## src/rtl/slug_pkg.sv

```systemverilog
// Shared constants, command codes and status types of the shuffled Lehmer generator.
`default_nettype none

package slug_pkg;

	localparam int VALUE_W = 31;
	localparam int FRAC_W  = 24;
	localparam int PROD_W  = 46;
	localparam int MULT_W  = 15;

	// Table depth is a power of two so that the bucket size is one as well.
	localparam int TABLE_DEPTH  = 32;
	localparam int IDX_W        = $clog2(TABLE_DEPTH);
	localparam int WARM_TOTAL   = TABLE_DEPTH + 8;
	localparam int CNT_W        = $clog2(WARM_TOTAL);
	localparam longint BUCKET_SIZE  = 1 + (64'd2147483646 / TABLE_DEPTH);
	localparam int BUCKET_SHIFT = $clog2(BUCKET_SIZE);

	localparam logic [MULT_W-1:0]  LCG_MULT = 15'd16807;
	localparam logic [VALUE_W-1:0] LCG_MOD  = 31'h7FFF_FFFF;
	localparam logic [VALUE_W-1:0] SEED_MAX = 31'h7FFF_FFFE;
	localparam logic [FRAC_W-1:0]  FRAC_MAX = 24'd16777214;

	localparam logic CMD_DRAW   = 1'b0;
	localparam logic CMD_RESEED = 1'b1;

	typedef struct packed {
		logic               done;
		logic [VALUE_W-1:0] result;
	} mul_sts_t;

endpackage

`default_nettype wire

```

## src/rtl/slug_in_if.sv

```systemverilog
// Request channel: command word with its reseed value.
`default_nettype none

interface slug_in_if;
	logic        valid;
	logic        ready;
	logic        command;
	logic [30:0] seed_value;

	modport source (output valid, command, seed_value, input ready);
	modport sink (input valid, command, seed_value, output ready);
endinterface

`default_nettype wire

```

## src/rtl/slug_out_if.sv

```systemverilog
// Result channel: shuffled value, its Q0.24 fraction and the updated seed.
`default_nettype none

interface slug_out_if;
	logic        valid;
	logic        ready;
	logic [30:0] raw_value;
	logic [23:0] uniform_fraction;
	logic [30:0] next_seed;

	modport source (output valid, raw_value, uniform_fraction, next_seed, input ready);
	modport sink (input valid, raw_value, uniform_fraction, next_seed, output ready);
endinterface

`default_nettype wire

```

## src/rtl/shuffled_lehmer_uniform_generator.sv

```systemverilog
// Top level of the shuffled Lehmer uniform generator with its sequencer and shuffle table.
//
// Each request word yields exactly one result word. A draw runs one modular
// multiply through the two-stage multiplier, the table read overlapping it,
// then forms the fraction and loads the output register. The request side
// opens again only once the output register is loaded, so a new word is not
// taken before the last one has left the sequencer. A reseed, and the first
// draw after reset, first run 40 warm-up steps through the same multiplier
// before the draw. The shared multiplier starts no step before the last one
// has completed. The request side is ready only while the sequencer is idle;
// a finished result waits in the output register and the next request is
// taken meanwhile. The 32-entry table is a memory with a registered read; it
// is filled by every warm-up before it is read, so it needs no clearing
// after reset.
`default_nettype none

module shuffled_lehmer_uniform_generator (
	input  wire logic  clk,
	input  wire logic  arst_n,
	slug_in_if.sink    request,
	slug_out_if.source result
);

	localparam logic [1:0] ST_IDLE = 2'd0;
	localparam logic [1:0] ST_WARM = 2'd1;
	localparam logic [1:0] ST_DRAW = 2'd2;
	localparam logic [1:0] ST_EMIT = 2'd3;

	localparam int VW = slug_pkg::VALUE_W;
	localparam int IW = slug_pkg::IDX_W;
	localparam int CW = slug_pkg::CNT_W;

	logic [1:0]    state_q;
	logic [VW-1:0] gen_seed_q;
	logic [VW-1:0] last_q;
	logic [CW-1:0] cnt_q;
	logic          mul_busy_q;

	logic [VW-1:0] table_mem [slug_pkg::TABLE_DEPTH];
	logic [VW-1:0] rd_data_q;

	logic          out_valid_q;
	logic [VW-1:0] out_raw_q;
	logic [slug_pkg::FRAC_W-1:0] out_frac_q;
	logic [VW-1:0] out_seed_q;

	logic               accept;
	logic               mul_start;
	slug_pkg::mul_sts_t mul_sts;
	logic [VW-1:0]      start_seed;
	logic [VW-1:0]      bucket;
	logic [IW-1:0]      draw_idx;
	logic [CW-1:0]      warm_pos;
	logic               out_free;
	logic [slug_pkg::FRAC_W-1:0] frac;

	assign accept    = request.valid && request.ready;
	assign out_free  = !out_valid_q || result.ready;
	assign mul_start = (state_q == ST_WARM || state_q == ST_DRAW) && !mul_busy_q;

	// Seed to warm up from: the request seed with zero and the modulus fixed,
	// or seed one when a plain draw finds the table never filled.
	always_comb begin
		if (request.command == slug_pkg::CMD_RESEED) begin
			if (request.seed_value == '0) begin
				start_seed = VW'(1);
			end else if (request.seed_value > slug_pkg::SEED_MAX) begin
				start_seed = slug_pkg::SEED_MAX;
			end else begin
				start_seed = request.seed_value;
			end
		end else begin
			start_seed = VW'(1);
		end
	end

	// Bucket of the last output picks the table entry; clamp to the last entry.
	always_comb begin
		bucket = last_q >> slug_pkg::BUCKET_SHIFT;
		if (bucket >= VW'(slug_pkg::TABLE_DEPTH)) begin
			draw_idx = IW'(slug_pkg::TABLE_DEPTH - 1);
		end else begin
			draw_idx = bucket[IW-1:0];
		end
	end

	// Warm-up steps fill the table from the top entry down to entry zero.
	assign warm_pos = CW'(slug_pkg::WARM_TOTAL - 1) - cnt_q;

	slug_mulmod u_mulmod (
		.clk     (clk),
		.arst_n  (arst_n),
		.start   (mul_start),
		.operand (gen_seed_q),
		.sts     (mul_sts)
	);

	slug_frac u_frac (
		.raw  (last_q),
		.frac (frac)
	);

	// Sequencer: idle, warm-up steps, one draw, load the output register.
	always_ff @(posedge clk or negedge arst_n) begin
		if (!arst_n) begin
			state_q    <= ST_IDLE;
			gen_seed_q <= VW'(1);
			last_q     <= '0;
			cnt_q      <= '0;
			mul_busy_q <= 1'b0;
		end else begin
			if (mul_start) begin
				mul_busy_q <= 1'b1;
			end else if (mul_sts.done) begin
				mul_busy_q <= 1'b0;
			end
			unique case (state_q)
				ST_IDLE: begin
					if (accept) begin
						cnt_q <= '0;
						if (request.command == slug_pkg::CMD_RESEED || last_q == '0) begin
							gen_seed_q <= start_seed;
							state_q    <= ST_WARM;
						end else begin
							state_q <= ST_DRAW;
						end
					end
				end
				ST_WARM: begin
					if (mul_sts.done) begin
						gen_seed_q <= mul_sts.result;
						if (cnt_q == CW'(slug_pkg::WARM_TOTAL - 1)) begin
							// Prime the last output from entry zero, written just now.
							last_q  <= mul_sts.result;
							state_q <= ST_DRAW;
						end else begin
							cnt_q <= cnt_q + CW'(1);
						end
					end
				end
				ST_DRAW: begin
					if (mul_sts.done) begin
						gen_seed_q <= mul_sts.result;
						last_q     <= rd_data_q;
						state_q    <= ST_EMIT;
					end
				end
				ST_EMIT: begin
					if (out_free) begin
						state_q <= ST_IDLE;
					end
				end
				default: begin
					state_q <= ST_IDLE;
				end
			endcase
		end
	end

	// Table: registered read at the draw index, write on warm-up and draw.
	always_ff @(posedge clk) begin
		rd_data_q <= table_mem[draw_idx];
		if (state_q == ST_WARM && mul_sts.done && warm_pos < CW'(slug_pkg::TABLE_DEPTH)) begin
			table_mem[warm_pos[IW-1:0]] <= mul_sts.result;
		end else if (state_q == ST_DRAW && mul_sts.done) begin
			table_mem[draw_idx] <= mul_sts.result;
		end
	end

	// Output register: load when free, drop valid once the word is taken.
	always_ff @(posedge clk or negedge arst_n) begin
		if (!arst_n) begin
			out_valid_q <= 1'b0;
		end else if (state_q == ST_EMIT && out_free) begin
			out_valid_q <= 1'b1;
		end else if (result.ready) begin
			out_valid_q <= 1'b0;
		end
	end

	always_ff @(posedge clk) begin
		if (state_q == ST_EMIT && out_free) begin
			out_raw_q  <= last_q;
			out_frac_q <= frac;
			out_seed_q <= gen_seed_q;
		end
	end

	assign request.ready           = (state_q == ST_IDLE);
	assign result.valid            = out_valid_q;
	assign result.raw_value        = out_raw_q;
	assign result.uniform_fraction = out_frac_q;
	assign result.next_seed        = out_seed_q;

	// The generator seed never leaves the range 1 .. 2^31-2.
	a_seed_range: assert property (@(posedge clk) disable iff (!arst_n)
		gen_seed_q != '0 && gen_seed_q != slug_pkg::LCG_MOD)
		else $error("generator seed left its range");

	// The output is loaded only after a draw has completed.
	a_emit_after_draw: assert property (@(posedge clk) disable iff (!arst_n)
		state_q == ST_EMIT |-> $past(state_q == ST_DRAW || state_q == ST_EMIT))
		else $error("output stage entered without a draw");

	// A result word presented downstream always carries a drawn, nonzero value.
	a_out_nonzero: assert property (@(posedge clk) disable iff (!arst_n)
		out_valid_q |-> out_raw_q != '0)
		else $error("result word carries a zero value");

	// The multiplier reports completion only for a step that was started.
	a_mul_done: assert property (@(posedge clk) disable iff (!arst_n)
		mul_sts.done |-> mul_busy_q)
		else $error("multiplier completion without a start");

endmodule

`default_nettype wire

```

## src/rtl/slug_mulmod.sv

```systemverilog
// Two-stage modular multiplier: operand * 16807 mod (2^31 - 1).
`default_nettype none

module slug_mulmod (
	input  wire logic                         clk,
	input  wire logic                         arst_n,
	input  wire logic                         start,
	input  wire logic [slug_pkg::VALUE_W-1:0] operand,
	output slug_pkg::mul_sts_t                sts
);

	logic [slug_pkg::PROD_W-1:0]  prod_s1;
	logic                         v_s1;
	logic [slug_pkg::VALUE_W:0]   fold_sum;
	logic [slug_pkg::VALUE_W-1:0] fold_res;
	logic [slug_pkg::VALUE_W-1:0] result_q;
	logic                         done_q;

	always_ff @(posedge clk or negedge arst_n) begin
		if (!arst_n) begin
			v_s1   <= 1'b0;
			done_q <= 1'b0;
		end else begin
			v_s1   <= start;
			done_q <= v_s1;
		end
	end

	always_ff @(posedge clk) begin
		if (start) begin
			prod_s1 <= slug_pkg::PROD_W'(operand) * slug_pkg::PROD_W'(slug_pkg::LCG_MULT);
		end
		if (v_s1) begin
			result_q <= fold_res;
		end
	end

	// Fold the high part back in, since 2^31 is one modulo the Mersenne prime.
	always_comb begin
		fold_sum = {1'b0, prod_s1[slug_pkg::VALUE_W-1:0]}
			+ (slug_pkg::VALUE_W + 1)'(prod_s1[slug_pkg::PROD_W-1:slug_pkg::VALUE_W]);
		if (fold_sum >= {1'b0, slug_pkg::LCG_MOD}) begin
			fold_res = slug_pkg::VALUE_W'(fold_sum - {1'b0, slug_pkg::LCG_MOD});
		end else begin
			fold_res = fold_sum[slug_pkg::VALUE_W-1:0];
		end
	end

	assign sts.done   = done_q;
	assign sts.result = result_q;

endmodule

`default_nettype wire

```

## src/rtl/slug_frac.sv

```systemverilog
// Rounded raw / (2^31 - 1) in Q0.24, clamped below one.
`default_nettype none

module slug_frac (
	input  wire logic [slug_pkg::VALUE_W-1:0] raw,
	output logic      [slug_pkg::FRAC_W-1:0]  frac
);

	localparam int X_W = slug_pkg::VALUE_W + slug_pkg::FRAC_W;

	logic [X_W-1:0]                 x;
	logic [slug_pkg::FRAC_W-1:0]    q0;
	logic [slug_pkg::VALUE_W:0]     rem;
	logic [slug_pkg::FRAC_W:0]      q;

	// Dividing by 2^31 - 1: take x >> 31, then correct once on the remainder.
	always_comb begin
		x   = {raw, slug_pkg::FRAC_W'(0)} + X_W'(64'h4000_0000);
		q0  = x[X_W-1:slug_pkg::VALUE_W];
		rem = {1'b0, x[slug_pkg::VALUE_W-1:0]} + (slug_pkg::VALUE_W + 1)'(q0);
		q   = {1'b0, q0} + (slug_pkg::FRAC_W + 1)'(rem >= {1'b0, slug_pkg::LCG_MOD});
		if (q > {1'b0, slug_pkg::FRAC_MAX}) begin
			frac = slug_pkg::FRAC_MAX;
		end else begin
			frac = q[slug_pkg::FRAC_W-1:0];
		end
	end

endmodule

`default_nettype wire
```

## src/flat_wrapper.sv

```systemverilog
// flat-port wrapper written by rule: the top's interface ports become plain ports
module shuffled_lehmer_uniform_generator_flat 
  (clk, arst_n, request_valid, request_command, request_seed_value, request_ready, result_valid, result_raw_value, result_uniform_fraction, result_next_seed, result_ready);
  slug_in_if request_i ();
  slug_out_if result_i ();
  input  wire logic clk;
  input  wire logic arst_n;
  input wire logic [$bits(request_i.valid)-1:0] request_valid;
  input wire logic [$bits(request_i.command)-1:0] request_command;
  input wire logic [$bits(request_i.seed_value)-1:0] request_seed_value;
  output wire logic [$bits(request_i.ready)-1:0] request_ready;
  output wire logic [$bits(result_i.valid)-1:0] result_valid;
  output wire logic [$bits(result_i.raw_value)-1:0] result_raw_value;
  output wire logic [$bits(result_i.uniform_fraction)-1:0] result_uniform_fraction;
  output wire logic [$bits(result_i.next_seed)-1:0] result_next_seed;
  input wire logic [$bits(result_i.ready)-1:0] result_ready;
  assign request_i.valid = request_valid;
  assign request_i.command = request_command;
  assign request_i.seed_value = request_seed_value;
  assign request_ready = request_i.ready;
  assign result_valid = result_i.valid;
  assign result_raw_value = result_i.raw_value;
  assign result_uniform_fraction = result_i.uniform_fraction;
  assign result_next_seed = result_i.next_seed;
  assign result_i.ready = result_ready;
  shuffled_lehmer_uniform_generator u_core (.clk(clk), .arst_n(arst_n), .request(request_i), .result(result_i));
endmodule
```

## config.mk

```make
export PLATFORM = sky130hd
export DESIGN_NAME = shuffled_lehmer_uniform_generator_flat
export DESIGN_NICKNAME = d
export VERILOG_FILES = /design/src/rtl/slug_pkg.sv /design/src/rtl/slug_in_if.sv /design/src/rtl/slug_out_if.sv /design/src/rtl/shuffled_lehmer_uniform_generator.sv /design/src/rtl/slug_mulmod.sv /design/src/rtl/slug_frac.sv /design/src/flat_wrapper.sv
export SDC_FILE = /design/constraint.sdc
export NUM_CORES = 2
export LEC_CHECK = 0
export ABC_AREA = 0
export BUFFER_PORTS_ARGS = -buffer_cell sky130_fd_sc_hd__buf_2
export CORE_MARGIN = 1
export CORE_UTILIZATION = 45
export DETAILED_ROUTE_END_ITERATION = 12
export PLACE_DENSITY = 0.59
export SLEW_MARGIN = 10
export SYNTH_ARGS = -nofsm -noshare
export SYNTH_HDL_FRONTEND = slang
export SYNTH_SLANG_ARGS = --single-unit
```

## constraint.sdc

```tcl
create_clock -name clk -period 8.6 [get_ports clk]
set_input_delay 0.43 -clock clk [delete_from_list [all_inputs] [get_ports clk]]
set_output_delay 0.43 -clock clk [all_outputs]
set_load 0.01 [all_outputs]
```

==> impl_metrics.json <==
{
  "design.die.area_mm2": 0.131,
  "synthFlopType": "edfxtp_1",
  "overflow": 0,
  "yosys_warnings": 0,
  "min_from": "request_seed_value[5]",
  "die_x_um": 361,
  "cts_buffers": 136,
  "syn-instance-count": 3455,
  "max-cap-violations": 0,
  "synth.cell_area_mm2": 0.0581,
  "cpPeakStageDelay_ps": 550,
  "synth-seq-cells": 1260,
  "clk_latency_ps": 790,
  "min_to": "u_core.gen_seed_q[5]$_DFFE_PN0P_",
  "timing.slew.headroom_pct": 17.1,
  "required_ps": 9100,
  "synth_cell_type_count": 99,
  "reg2reg_setup_slack_ps": 1810,
  "first_global_vias": 32400,
  "drtPass1Iterations": 6,
  "h-tree-depth": 4,
  "synth-compound-area-share_pct": 4.19,
  "cts_root_buf": "clkbuf_16",
  "hold_path_depth": 3,
  "cp_num_buf_inv": 6,
  "worstHoldPathType": "in2reg",
  "cp-end-kind": "flop",
  "fin_setup_tns_ps": 0,
  "via_per_inst": 5.85,
  "period_minus_slack_ps": 6790,
  "grt_usage_pct": 23.9,
  "final-seq-area_mm2": 0.0372,
  "rsz0062_at_grt": "no",
  "r2r_cells": 23,
  "start_util_pct": 45.4,
  "cts_max_path_buffers": 3,
  "drtIter0Drc": 3069,
  "hold_buffers": 1,
  "startpoint": "u_core.gen_seed_q[16]$_DFFE_PN0P_",
  "r2r_end": "u_core.u_mulmod.prod_s1[45]$_DFFE_PP_",
  "async_flop_share_pct": 5.87,
  "crit_chain": "inv_1 -> fa_1 -> inv_1 -> ha_1 -> inv_1 -> fa_1 -> inv_1 -> fa_1 -> fa_1 -> inv_1 -> fa_1 -> inv_1 -> ha_1 -> nand3_1 -> nor2_1 -> a221oi_1 -> a31oi_1 -> o21ai_0 -> a21oi_1 -> o31ai_1 -> a21o_1 -> o221ai_1 -> and2_1",
  "area_delta_synth_final_pct": 12.8,
  "slowest_stage": "fa_1",
  "wirelength_um": 154000,
  "synthTopCellsByArea": "edfxtp_1 60%, mux4_2 12%, fa_1 4.6%",
  "period_share_pct": 79.0,
  "synthAdderAreaFrac_pct": 9.22,
  "final_layout_size_suffix_gt1_share_pct": 21.6,
  "start_kind": "flop",
  "post_cts_resized": 0,
  "finalHoldViolations": 0,
  "rows": 131,
  "finClkSkew_ps": 62.5,
  "grt_max_degree": 145,
  "tightest_slew_ps": 1240,
  "core_area_mm2": 0.128,
  "synth_top_area_cell": "edfxtp_1",
  "drc_errors": 0,
  "clk_pin_slew_ps": 60,
  "synth-xor-area-share_pct": 1.67,
  "multi_input_area_mm2": 0.0195,
  "die_h_um": 361,
  "synth_top_area_share_pct": 59.7,
  "finalMaxSlewViolations": 0,
  "antenna_found_initial": 11,
  "ant_nets": 0,
  "path_class": "reg2reg",
  "wl_per_cell_um": 28.3,
  "synth-edff-count": 1155,
  "ys_seq_area_share_pct": 63.9,
  "post-cts-setup-buffers": 0,
  "num-fill-cells": 10400,
  "port_buffers": 123,
  "crit_family": "adder cells",
  "yosys.area_share.simple_pct": 4.61,
  "syn_area_per_cell_um2": 16.8,
  "crit_path_frequent_cell": "inv_1",
  "worstPathMaxFanout": 6,
  "synth_top_family_by_area": "multiplexers",
  "layout_common_cells": "1155 x edfxtp_1, 321 x inv_1, 310 x mux4_2",
  "r2r_start": "u_core.gen_seed_q[16]$_DFFE_PN0P_",
  "grt_pass1_wl_um": 224000,
  "finalSetupViolCount": 0,
  "ios": 124,
  "cts_tree": "built",
  "arrival_ps": 7290,
  "via_count": 31800,
  "syn-num-nets": 3839,
  "place_congestion": 0.909,
  "final_common_cell": "edfxtp_1",
  "hpwl_um": 95600,
  "fmax_mhz": 147,
  "synth.area.mux_share_pct": 13.4,
  "clock-sinks": 1260,
  "status": "finished, final reports clean",
  "layout.nets": 4047
}
[cell usage after synthesis (all sizes together) (17+ instances only)]
cell type / count
nor3: 24
clkbuf: 94
xnor2: 64
nor4: 31
ha: 214
buf: 44
nand2: 151
inv: 321
o21a: 17
o21ai: 90
xor2: 45
a221oi: 27
mux2i: 37
nor2: 129
edfxtp: 1155
nand2b: 20
a21oi: 90
a21o: 43
dfxtp: 31
dfrtp: 73
fa: 134
mux2: 36
mux4: 310
nand3: 59
nand4: 33
[cell families (layout without fill, tap and decap cells)]
| logic type | after synthesis | after routing |
|---|---|---|
| flops | 1260 | 1260 |
| other cells | 0 | 2 |
| compound gates | 366 | 366 |
| buf+inv | 459 | 778 |
| fa+ha+maj | 348 | 348 |
| xor+xnor | 109 | 109 |
| simple gates | 530 | 530 |
| mux | 383 | 383 |
[state kept, by name, summed over array words and instances, names as in the netlist, 31 cells and up]
register	count
u_core.rd_data_q	31
u_core.u_mulmod.result_q	31
u_core.last_q	31
u_core.table_mem	992
u_core.gen_seed_q	31
u_core.result.next_seed	31
u_core.result.raw_value	31
u_core.u_mulmod.prod_s1	46
[layer usage]
layer	up-vias	GRT usage (%)	share of wire, %
li1	13700	-	-
met1	16800	32.1	42
met2	1099	40.5	50
met3	192	4.04	5.9
met4	8	6.28	2.3
met5	-	0	0.040
[how the worst max path moves through the flow]
stage | slack, ps | to | depth (start not counted)
3_5_place_dp | 1810 | u_core.u_mulmod.prod_s1[45]$_DFFE_PP_ | 23
5_1_grt | 1440 | u_core.u_mulmod.prod_s1[45]$_DFFE_PP_ | 23
3_3_place_gp | 1860 | u_core.u_mulmod.prod_s1[45]$_DFFE_PP_ | 23
6_report | 1810 | u_core.u_mulmod.prod_s1[45]$_DFFE_PP_ | 23
4_1_cts | 1790 | u_core.u_mulmod.prod_s1[45]$_DFFE_PP_ | 23
2_1_floorplan | 2570 | u_core.u_mulmod.prod_s1[45]$_DFFE_PP_ | 23
[per-stage QoR]
step                      setup slack, ps  hold WS, ps  cells  instance area, um2  util [%]
after CTS                            1790         23.2   5436               65600      51.3
after global placement               1860          460   5186               61200      47.9
after global routing                 1440         71.8   5436               65600      51.3
after detailed placement             1810          462   5186               61200      47.9
final                                1810         79.8   5438               65600      51.3
after floorplan                      2570          134   3455               58100         -
[cell type report]
type | count | area share (%)
flip-flops and latches | 1260 | 56.7
multi-input cells | 1736 | 29.7
clock buffers | 177 | 5.53
well taps | 1662 | 3.17
repair buffers | 208 | 1.96
inverters | 321 | 1.84
clock inverters | 72 | 1.12
diodes | 2 | 0.00763
[worst reg2reg max path, stage by stage, from the launching register on]
cell	delay (ps)
dfrtp_1	530
inv_1	210
fa_1	520
inv_1	40
ha_1	260
inv_1	50
fa_1	500
inv_1	50
fa_1	490
fa_1	550
inv_1	60
fa_1	530
inv_1	40
ha_1	340
nand3_1	130
nor2_1	60
a221oi_1	450
a31oi_1	250
o21ai_0	350
a21oi_1	140
o31ai_1	460
a21o_1	180
o221ai_1	160
and2_1	200
Power is not shown: default switching activity piles up to over one toggle a cycle in this logic, so the estimate is an artifact.
